## src/hdl/lbrr_ram.sv

```systemverilog
// generic simple dual port ram, one write and one registered read port
// no dependencies
module lbrr_ram #(
    parameter int WIDTH = 8,
    parameter int DEPTH = 64
) (
    input  logic                     clk,
    input  logic                     we,
    input  logic [$clog2(DEPTH)-1:0] waddr,
    input  logic [WIDTH-1:0]         wdata,
    input  logic [$clog2(DEPTH)-1:0] raddr,
    output logic [WIDTH-1:0]         rdata
);

    logic [WIDTH-1:0] mem [DEPTH];
    logic [WIDTH-1:0] rdata_reg;

    always_ff @(posedge clk)
    begin
        if (we)
        begin
            mem[waddr] <= wdata;
        end
        rdata_reg <= mem[raddr];
    end

    assign rdata = rdata_reg;

endmodule

```

## config.mk

```make
export PLATFORM = sky130hd
export DESIGN_NAME = lbrr_ram
export DESIGN_NICKNAME = d
export VERILOG_FILES = /design/src/hdl/lbrr_ram.sv
export SDC_FILE = /design/constraint.sdc
export NUM_CORES = 1
export LEC_CHECK = 0
export ABC_AREA = 1
export BUFFER_PORTS_ARGS = -buffer_cell sky130_fd_sc_hd__buf_2
export CAP_MARGIN = 20
export CELL_PAD_IN_SITES_DETAIL_PLACEMENT = 1
export CELL_PAD_IN_SITES_GLOBAL_PLACEMENT = 2
export CORE_ASPECT_RATIO = 0.8
export CORE_MARGIN = 4
export CORE_UTILIZATION = 47
export CTS_CLUSTER_DIAMETER = 200
export DETAILED_ROUTE_END_ITERATION = 6
export HOLD_SLACK_MARGIN = 0.15
export PLACE_DENSITY_LB_ADDON = 0.08
export SLEW_MARGIN = 30
export SYNTH_ARGS = -nofsm -noshare
export SYNTH_HDL_FRONTEND = slang
export SYNTH_SLANG_ARGS = --single-unit
```

## constraint.sdc

```tcl
create_clock -name clk -period 6.4 [get_ports clk]
set_clock_uncertainty 0.2 [all_clocks]
set_input_delay 0.64 -clock clk [delete_from_list [all_inputs] [get_ports clk]]
set_output_delay 0.64 -clock clk [all_outputs]
set_load 0.02 [all_outputs]
```

==> key figures <==
Global routing
  • Antenna violations before repair: 1
  • GRT overflow: 0
  • Met1 GRT Util: 0.3564
  • Vias in the first global route: 13826
  • First-pass GRT wire length: 88750 um
  • GR peak layer: met2
  • GRT Total Usage: 0.2436
  • Largest net degree at the start of global routing: roughly 180
  • Met2 GRT Util: 0.3768
  • Global routing usage on met3: 0.04892

Placement
  • Dpl hpwl: around 33000 um
  • Port bufs: 29
  • GPL Wtd Cong: approximately 0.74
  • Placed cell count: roughly 2300

Route
  • Drt drc: 0
  • Pre-antenna DRT Iters: 7
  • Total number of vias: around 14000
  • DR iter-0 viols: 1216
  • Post-route ant nets: 0
  • WL/cell: 24.04 um
  • Vias per cell: 5.602
  • Total routed wirelength: around 59000 um

Worst setup path
  • Worst Setup End Kind: flop
  • CP Max Fanout: between 50 and 60
  • WS Path Type: input pin to flop
  • CP required: about 6700 ps
  • CP startpoint kind: input pin
  • Arrival time at the worst endpoint: ~3500 ps

Timing
  • Slew at the pin closest to its max-slew limit: between 900 and 1000 ps
  • Setup repair after global routing missed its margin: false
  • Slew Limit Fails: 0
  • # setup viols final: 0
  • Slew headroom: 0.3526
  • Crit share post-route: 0.4987
  • Hold Fails Final Rpt: 0
  • Final TNS setup: 0 ps
  • Fmax: around 310 MHz
  • Post-layout min period: 3191 ps

Cells and area
  • Max reg flops: ~510
  • Multi-input logic area: 0.004959 mm^2
  • Synth-to-layout area growth: 8.995%
  • Fin cells: roughly 2400
  • # fillers: between 4000 and 5000
  • Final net count: 1825
  • Share of layout cells above drive strength 1: 0.06953
  • Reg area: 0.01553 mm^2
  • ANT cells: 0

Status
  • Status: finished, final reports clean

Yosys
  • Mapped Area: 0.02134 mm^2
  • Synth warn: 0
  • Synth top cells by count: nand2_1, edfxtp_1, nand3_1, nor2_1, buf_2
  • Register area share after synthesis: 0.7280
  • Leading area contributor after synthesis: edfxtp_1
  • Yosys top cell area share: 0.7205
  • Synthesized instance count: between 1500 and 2000
  • Avg Cell Area, Syn: about 12 um^2
  • Yosys cell types: 16
  • Ys async rst share: 0
  • Post-synth EDFFs: 512
  • Syn nets: 1827
  • Main synth FF type: edfxtp_1
  • Yosys reg bits: 520
  • Synth area leaders: edfxtp_1, nand2_1, nand3_1, buf_6, nor2_1
  • Cell with the most instances after synthesis: nand2_1

Clock tree
  • Skew-Pair Late Insertion Delay: between 600 and 700 ps
  • Clk pin slew, worst setup/hold paths: around 60 ps
  • Post-CTS setup buffers: 0
  • Post-CTS Resized: 0
  • CTS Buffer Depth: 3
  • Root buf cell: clkbuf_16
  • CTS tree: built
  • Total CTS buffers: 53
  • # hold bufs at CTS: 0
  • CTS Sinks: 520
  • Htree depth: 2

Floorplanning
  • Die footprint: ~0.05 mm^2
  • Initial core utilization: 0.4781
  • Core Rows: 69
  • Die height: 198.6 um
  • Die W: ~250 um
  • Core box area: between 0.04 and 0.05 mm^2
  • Io pins: 30

Pwr
  • P per Cell Area: slightly above 300 mW/mm^2
  • Clock Power Share: 0.407
  • P_int: 5501 uW
  • Logic pwr share: 0.063
  • Worst vdd ir: 0.0002230 V
  • Sw frac: 0.2295
  • Seq pwr share: 0.530
  • Sw power: 1639 uW
  • Lkg Pwr: a little over 0.008 uW

Min path
  • Hold Crit Class: input pin to flop

Flow run
  • Max-cap check violation count: 0
## critical path: stages
cell and delay (ps):
buf_4 390, buf_4 560, buf_4 670, nand3_1 260
nand3_1 140, nand2_1 90, nand2_1 70, nand3_1 250
nand3_1 230, nand2_1 90
## area by class of cell
class | count | share of cell area
Sequential cell | 520 | 0.6679
Multi-Input combinational cell | 1160 | 0.2132
Clock buffer | 75 | 0.06186
Tap cell | 603 | 0.03244
Timing Repair Buffer | 56 | 0.01641
Clock inverter | 18 | 0.005487
Inverter | 12 | 0.002690
## logic make-up (layout without fill, tap and decap cells)
group / after synthesis / after routing / share of synthesized area
buffers and inverters: 125 / 161 / 0.04022
flip-flops: 520 / 520 / 0.7280
AND/OR/NAND/NOR: 1160 / 1160 / 0.2318
## path summary, 6_finish.rpt
path,end,cells past startpoint,startpoint,slack (ps)
worst max-delay path,rdata[6],10,raddr[1],3210
worst max register to register,rdata[6],8,mem[43][6],4600
worst min-delay path,rdata[7],3,raddr[5],240
worst min register to register,rdata[4],8,mem[8][4],610
## metal layers
layer	part of all wire	vias up
met4	0.022	2
li1	-	6339
met5	0.00022	-
met1	0.46	6934
met2	0.45	335
met3	0.062	82
## power groups by stage
stage	clock network (uW)	logic (uW)	registers, uW
3_5_place_dp	0	450	3860
2_1_floorplan	0	265	3860
4_1_cts	2960	451	3780
3_3_place_gp	0	440	3850
5_1_grt	3100	496	3780
6_report	2910	448	3780
## stage by stage
step | area (um^2) | hold slack, ps | power (uW) | worst slack, ps | util
final | 23260 | 242.8 | 7139 | 3209 | 0.5211
after global routing | 23260 | 258.4 | 7382 | 2992 | 0.5211
after CTS | 23230 | 202.0 | 7197 | 3240 | 0.5204
after detailed placement | 21660 | 605.1 | 4305 | 2593 | 0.4853
after global placement | 21650 | 569.8 | 4295 | 2433 | 0.4850
after floorplan | 21340 | 521.7 | 4121 | 3794 | -
## cells in the final DEF, fill, tap and decap left out
master     synthesis  layout
clkinv_1           0      10
edfxtp_1         512     512
inv_1             10       9
dfxtp_1            8       8
buf_6             35       1
clkbuf_8           0       5
buf_4             14      25
nand2_1          648     648
buf_2             37      27
inv_6              1       1
inv_12             0       1
nor2_2             0       5
clkinv_2           0       6
clkbuf_1          15      19
nand3_1          439     439
nand4_1            9       9
bufinv_16          0       2
clkbuf_16          0      53
nor2_1            56      51
inv_2              1       1
nor4_1             8       8
buf_12             0       1
Power figures use the tool's default switching activity.
