### config.mk
export PLATFORM = sky130hd
export DESIGN_NAME = lbrr_div
export DESIGN_NICKNAME = d
export VERILOG_FILES = /design/src/hdl/lbrr_pkg.sv /design/src/hdl/lbrr_div.sv
export SDC_FILE = /design/constraint.sdc
export NUM_CORES = 1
export LEC_CHECK = 0
export ABC_AREA = 1
export BUFFER_PORTS_ARGS = -buffer_cell sky130_fd_sc_hd__buf_4
export CORE_ASPECT_RATIO = 0.8
export CORE_MARGIN = 1.5
export CORE_UTILIZATION = 45
export DETAILED_ROUTE_END_ITERATION = 16
export GPL_TIMING_DRIVEN = 0
export HOLD_SLACK_MARGIN = 0.1
export PLACE_DENSITY = 0.62
export SLEW_MARGIN = 20
export SYNTH_ARGS = -nofsm -noshare
export SYNTH_HDL_FRONTEND = slang
export SYNTH_SLANG_ARGS = --single-unit
### constraint.sdc
create_clock -name clk -period 7.6 [get_ports clk]
set_clock_uncertainty 0.05 [all_clocks]
set_input_delay 1.14 -clock clk [delete_from_list [all_inputs] [get_ports clk]]
set_output_delay 1.14 -clock clk [all_outputs]
set_load 0.01 [all_outputs]
### src/hdl/lbrr_pkg.sv
// shared types and constants for the redshift rebin block
// no dependencies
package lbrr_pkg;

    localparam int MAX_BINS_DEF = 64;

    localparam int EW  = 40;   // energy, Q32.8
    localparam int FW  = 48;   // flux, Q24.24
    localparam int SW  = 17;   // scale factor, Q1.16
    localparam int HW  = 18;   // half bin factor, Q2.16
    localparam int LW  = 48;   // lower edge, Q.16
    localparam int UW  = 50;   // upper edge, Q.16
    localparam int ZW  = 51;   // compare width for edges
    localparam int PW  = UW + FW;  // overlap times flux
    localparam int QW  = 48;   // quotient width
    localparam int OIW = 6;    // output bin index

    localparam logic [HW-1:0] H_ONE     = 18'd65536;
    localparam logic [SW-1:0] S_RESET   = 17'd65536;
    localparam logic [HW-1:0] H_RESET   = 18'd73533;
    localparam logic [FW-1:0] FLUX_MAX  = {FW{1'b1}};

    localparam logic REG_SCALE = 1'b0;
    localparam logic REG_HALF  = 1'b1;

    typedef struct packed {
        logic          start;
        logic [UW-1:0] rem;
        logic [QW-1:0] low;
        logic [UW-1:0] divisor;
    } div_req_t;

    typedef struct packed {
        logic          done;
        logic [QW-1:0] quot;
    } div_rsp_t;

endpackage

### src/hdl/lbrr_div.sv
// iterative restoring divider, one quotient bit per cycle
// depends on lbrr_pkg; quotient must fit in QW bits
module lbrr_div
    import lbrr_pkg::*;
(
    input  logic     clk,
    input  logic     rst_n,
    input  div_req_t req,
    output div_rsp_t rsp
);

    localparam int CNW = $clog2(QW);

    logic           busy_reg, busy_next;
    logic           done_reg, done_next;
    logic [CNW-1:0] cnt_reg, cnt_next;
    logic [ZW-1:0]  rem_reg, rem_next;
    logic [QW-1:0]  low_reg, low_next;
    logic [UW-1:0]  d_reg, d_next;
    logic [QW-1:0]  q_reg, q_next;
    logic [ZW-1:0]  trial;
    logic           fits;

    assign trial = {rem_reg[UW-1:0], low_reg[QW-1]};
    assign fits  = trial >= ZW'(d_reg);

    always_comb
    begin
        busy_next = busy_reg;
        done_next = 1'b0;
        cnt_next  = cnt_reg;
        rem_next  = rem_reg;
        low_next  = low_reg;
        d_next    = d_reg;
        q_next    = q_reg;
        if (req.start)
        begin
            busy_next = 1'b1;
            cnt_next  = '0;
            rem_next  = ZW'(req.rem);
            low_next  = req.low;
            d_next    = req.divisor;
        end
        else if (busy_reg)
        begin
            rem_next = fits ? trial - ZW'(d_reg) : trial;
            low_next = {low_reg[QW-2:0], 1'b0};
            q_next   = {q_reg[QW-2:0], fits};
            cnt_next = cnt_reg + 1'b1;
            if (cnt_reg == CNW'(QW - 1))
            begin
                busy_next = 1'b0;
                done_next = 1'b1;
            end
        end
    end

    always_ff @(posedge clk or negedge rst_n)
    begin
        if (!rst_n)
        begin
            busy_reg <= 1'b0;
            done_reg <= 1'b0;
            cnt_reg  <= '0;
        end
        else
        begin
            busy_reg <= busy_next;
            done_reg <= done_next;
            cnt_reg  <= cnt_next;
        end
    end

    always_ff @(posedge clk)
    begin
        rem_reg <= rem_next;
        low_reg <= low_next;
        d_reg   <= d_next;
        q_reg   <= q_next;
    end

    assign rsp.done = done_reg;
    assign rsp.quot = q_reg;

endmodule

==> results.txt <==
- Category of the worst setup path capture point: flip-flop
* Crit Path Max Fanout: roughly 50
* Number of synthesized register bits: 204
- Synth Net Count: ~1.9k
- Number of design-rule violations left by the first detailed-router iteration: about 840
- Inst Count DP: about 2.3k
- Detail Placement HPWL: between 30,000 and 40,000 µm
* Most used cells in the layout excluding fill and tap cells: 719 x nand2_1, 312 x inv_1, 200 x buf_4, 196 x edfxtp_1, 108 x nand3_1
- Clock tree synthesis selected as its root buffer the cell clkbuf_16.
* Netlist area before placement: 12,800 µm²
* Number of nets still failing antenna checks after routing: 0
- The worst register-to-register path has a setup slack of between 4000 and 5000 ps.
* Crit Reg-Reg Endpoint: rem_reg[29]
- Leaving out filler cells and counting taps, the final layout contains about 2.3k.
* Post-placement worst setup slack: 2880 ps
- Derived from the worst setup path, the maximum achievable clock frequency is 241 MHz.
- Fraction of layout instances using a drive strength above 1: 0.143
* Remaining global-route overflow: 0
* Post-synthesis area per instance: 7.56 µm²
- Placeable core region: 28,100 µm²
- The max-slew violation total from the final report was 0.
- Clock slew seen by the registers of the worst setup and hold paths: about 60 ps
- The detailed router placed 11.2k vias in this run.
* Hold-fix buffer count after cts: 0
* Pleak: between 0.008 and 0.009 µW
* Final hold violation count: 0
- Final RePlAce weighted congestion: approximately 0.9
* Routed WL: 38,200 µm
* Number of fill cells: 2,740
- Crit start category: input port
- Power per Cell Area: 340 nW/µm²
- Number of nets in the finished design: 2,126
* Row Count: 55
- TritonCTS built the clock tree.
- Gate count after technology mapping: 1,697
* Drt drc: 0
* VDD IR-drop max: 0.000216 V
* Synthesis-to-finish area growth: 21.5%
- The path class of the tightest hold or removal check is in2async.
- Final cycle utilization of the critical path: 0.545
- Worst reg-to-reg path cell count: 13
* Arrival time of the worst setup path: about 4300 ps
- The clock reaches the later pin of the worst-skew pair after approximately 530 ps.
- Router iterations before antenna repair: 7
* Die height: roughly 150 µm
* Part of the Yosys area used for sequential elements: 0.474
- Total routing usage reported by global routing: 0.263
* Source of the worst register-to-register timing path: rem_reg[15]
- Setup repair after global routing left no endpoint under its margin.
* Routed length per placed instance: about 17 µm
- Setup violations remaining at the end of the flow were counted as 0.
* Antenna violations before repair: 0
- Die footprint: between 20,000 and 30,000 µm²
- Vias in the first global route: between 10k and 15k
- Worst-case setup margin in the final layout: between 3000 and 4000 ps
* Min Clock Period, post-route: ~4100 ps
* Setup total negative slack: 0 ps
* Worst Tran Pin Value: between 1000 and 1500 ps
- The initial utilization of the core area, before any placement, comes to 0.456.
* PostCTS Resize Cnt: 0
- EDFF count, synth: approximately 200
- Max-slew headroom: 0.314
- The critical path is of the in2reg type.
* Inserted Clock Buffers: 22
* Die X-Extent: between 150 and 200 µm
- Buffers from clock root to sink, at most: 3
- The number of different library cells used by synthesis comes to 36.
- After synthesis, the share of flip-flops with an asynchronous set or reset is 0.0392.
- The flow ran to the end, and the final reports show no timing, DRC or antenna violations.
* Vias per inst: about 4.8
- Setup repair bufs after CTS: 0
* # IOs: 200
- Entering global routing, the biggest net connects 52 pins.
- For this run, the number of Yosys warnings is 0.
- H-tree levels: 1
- Sink Count: between 200 and 250
* Most common cell after layout, fill and taps aside: nand2_1
- CP required: roughly 7800 ps
- The first global-routing pass estimated between 50,000 and 60,000 µm of wire.
- The count of buffers added on input and output ports is 199.
- The tool flagged a number of max-cap violations equal to 0.
- Leading register cell type out of synthesis: edfxtp_1
- The repair_antennas step left the layout with diodes totalling 0.
-- critical path, stage by stage --
cell and delay [ps]:
buf_4 560, clkbuf_1 730, clkinv_1 400, clkbuf_1 530, nand2_4 550, buf_12 300
-- area by class of cell --
class                      count  area, µm²  share of cell area
tap                          370        463              0.0297
buffer                        37        225              0.0144
timing repair buffer         202       1550              0.0997
clock inverter                13        133             0.00851
clock buffer                  27        599              0.0384
multi-input combinational   1137       5330               0.342
inverter                     319       1200              0.0768
sequential                   204       6090               0.390
-- how the worst max path moves through the flow --
stage,from,endpoint,slack (ps),cells after the start
after global routing,req[148],low_reg[24],3210,6
final,req[148],low_reg[20],3460,6
after global placement,req[148],cnt_reg[0],420,6
after floorplan,req[148],low_reg[0],3210,4
after detailed placement,req[148],low_reg[18],2880,6
after CTS,req[148],low_reg[35],3440,6
-- cell usage after synthesis (2+ instances only) --
cell      instances  area, µm²
nand2_1         720       2700
inv_1           312       1170
edfxtp_1        196       5890
nand3_1         108        541
nor2_1          107        402
ha_1             51        638
a21oi_1          29        145
nand3b_1         28        210
xnor2_1          23        201
clkbuf_1         17       63.8
nand4_1          13       81.3
o21ai_1          11       55.1
buf_6            10        113
o21ai_0          10       50.1
dfrtp_1           8        200
nor3_1            8       40.0
buf_2             6       30.0
inv_2             6       22.5
o21bai_1          6       45.0
nor2_2            4       25.0
nor2_4            4       45.0
buf_1             3       11.3
and2_1            2       12.5
nand2_2           2       12.5
nand3_2           2       20.0
-- metal layers --
metal | track usage | up-vias | part of all wire
met4 | 0.0499 | 0 | 0.017
met2 | 0.368 | 354 | 0.40
met5 | 0 | - | 0
li1 | - | 5724 | -
met1 | 0.414 | 5057 | 0.50
met3 | 0.0532 | 36 | 0.083
-- report_power, final --
group          internal (µW)  total, µW  switching, µW
Sequential              1480       1580            100
Combinational            923       2650           1730
Clock                    631       1080            445
Total                   3030       5310           2270
-- stage by stage --
stage / area, µm² / utilization / hold WS (ps) / power [µW]
floorplan: 12800 / - / 406 / 3410
global placement: 14800 / 0.525 / 381 / 4190
detailed placement: 14900 / 0.528 / 387 / 4210
CTS: 15600 / 0.554 / 360 / 5310
global route: 15600 / 0.554 / 361 / 5730
finish: 15600 / 0.554 / 376 / 5310
-- cell families after synthesis --
kind of cell / count (synthesis) / synth area share
and+or+nand+nor: 1001 / 0.322
adders and majority gates: 52 / 0.0513
AOI/OAI and AO/OA: 60 / 0.0254
buffers and inverters: 356 / 0.111
xor gates and xnor gates: 24 / 0.0164
DFF: 204 / 0.474
Power figures use the tool's default switching activity.
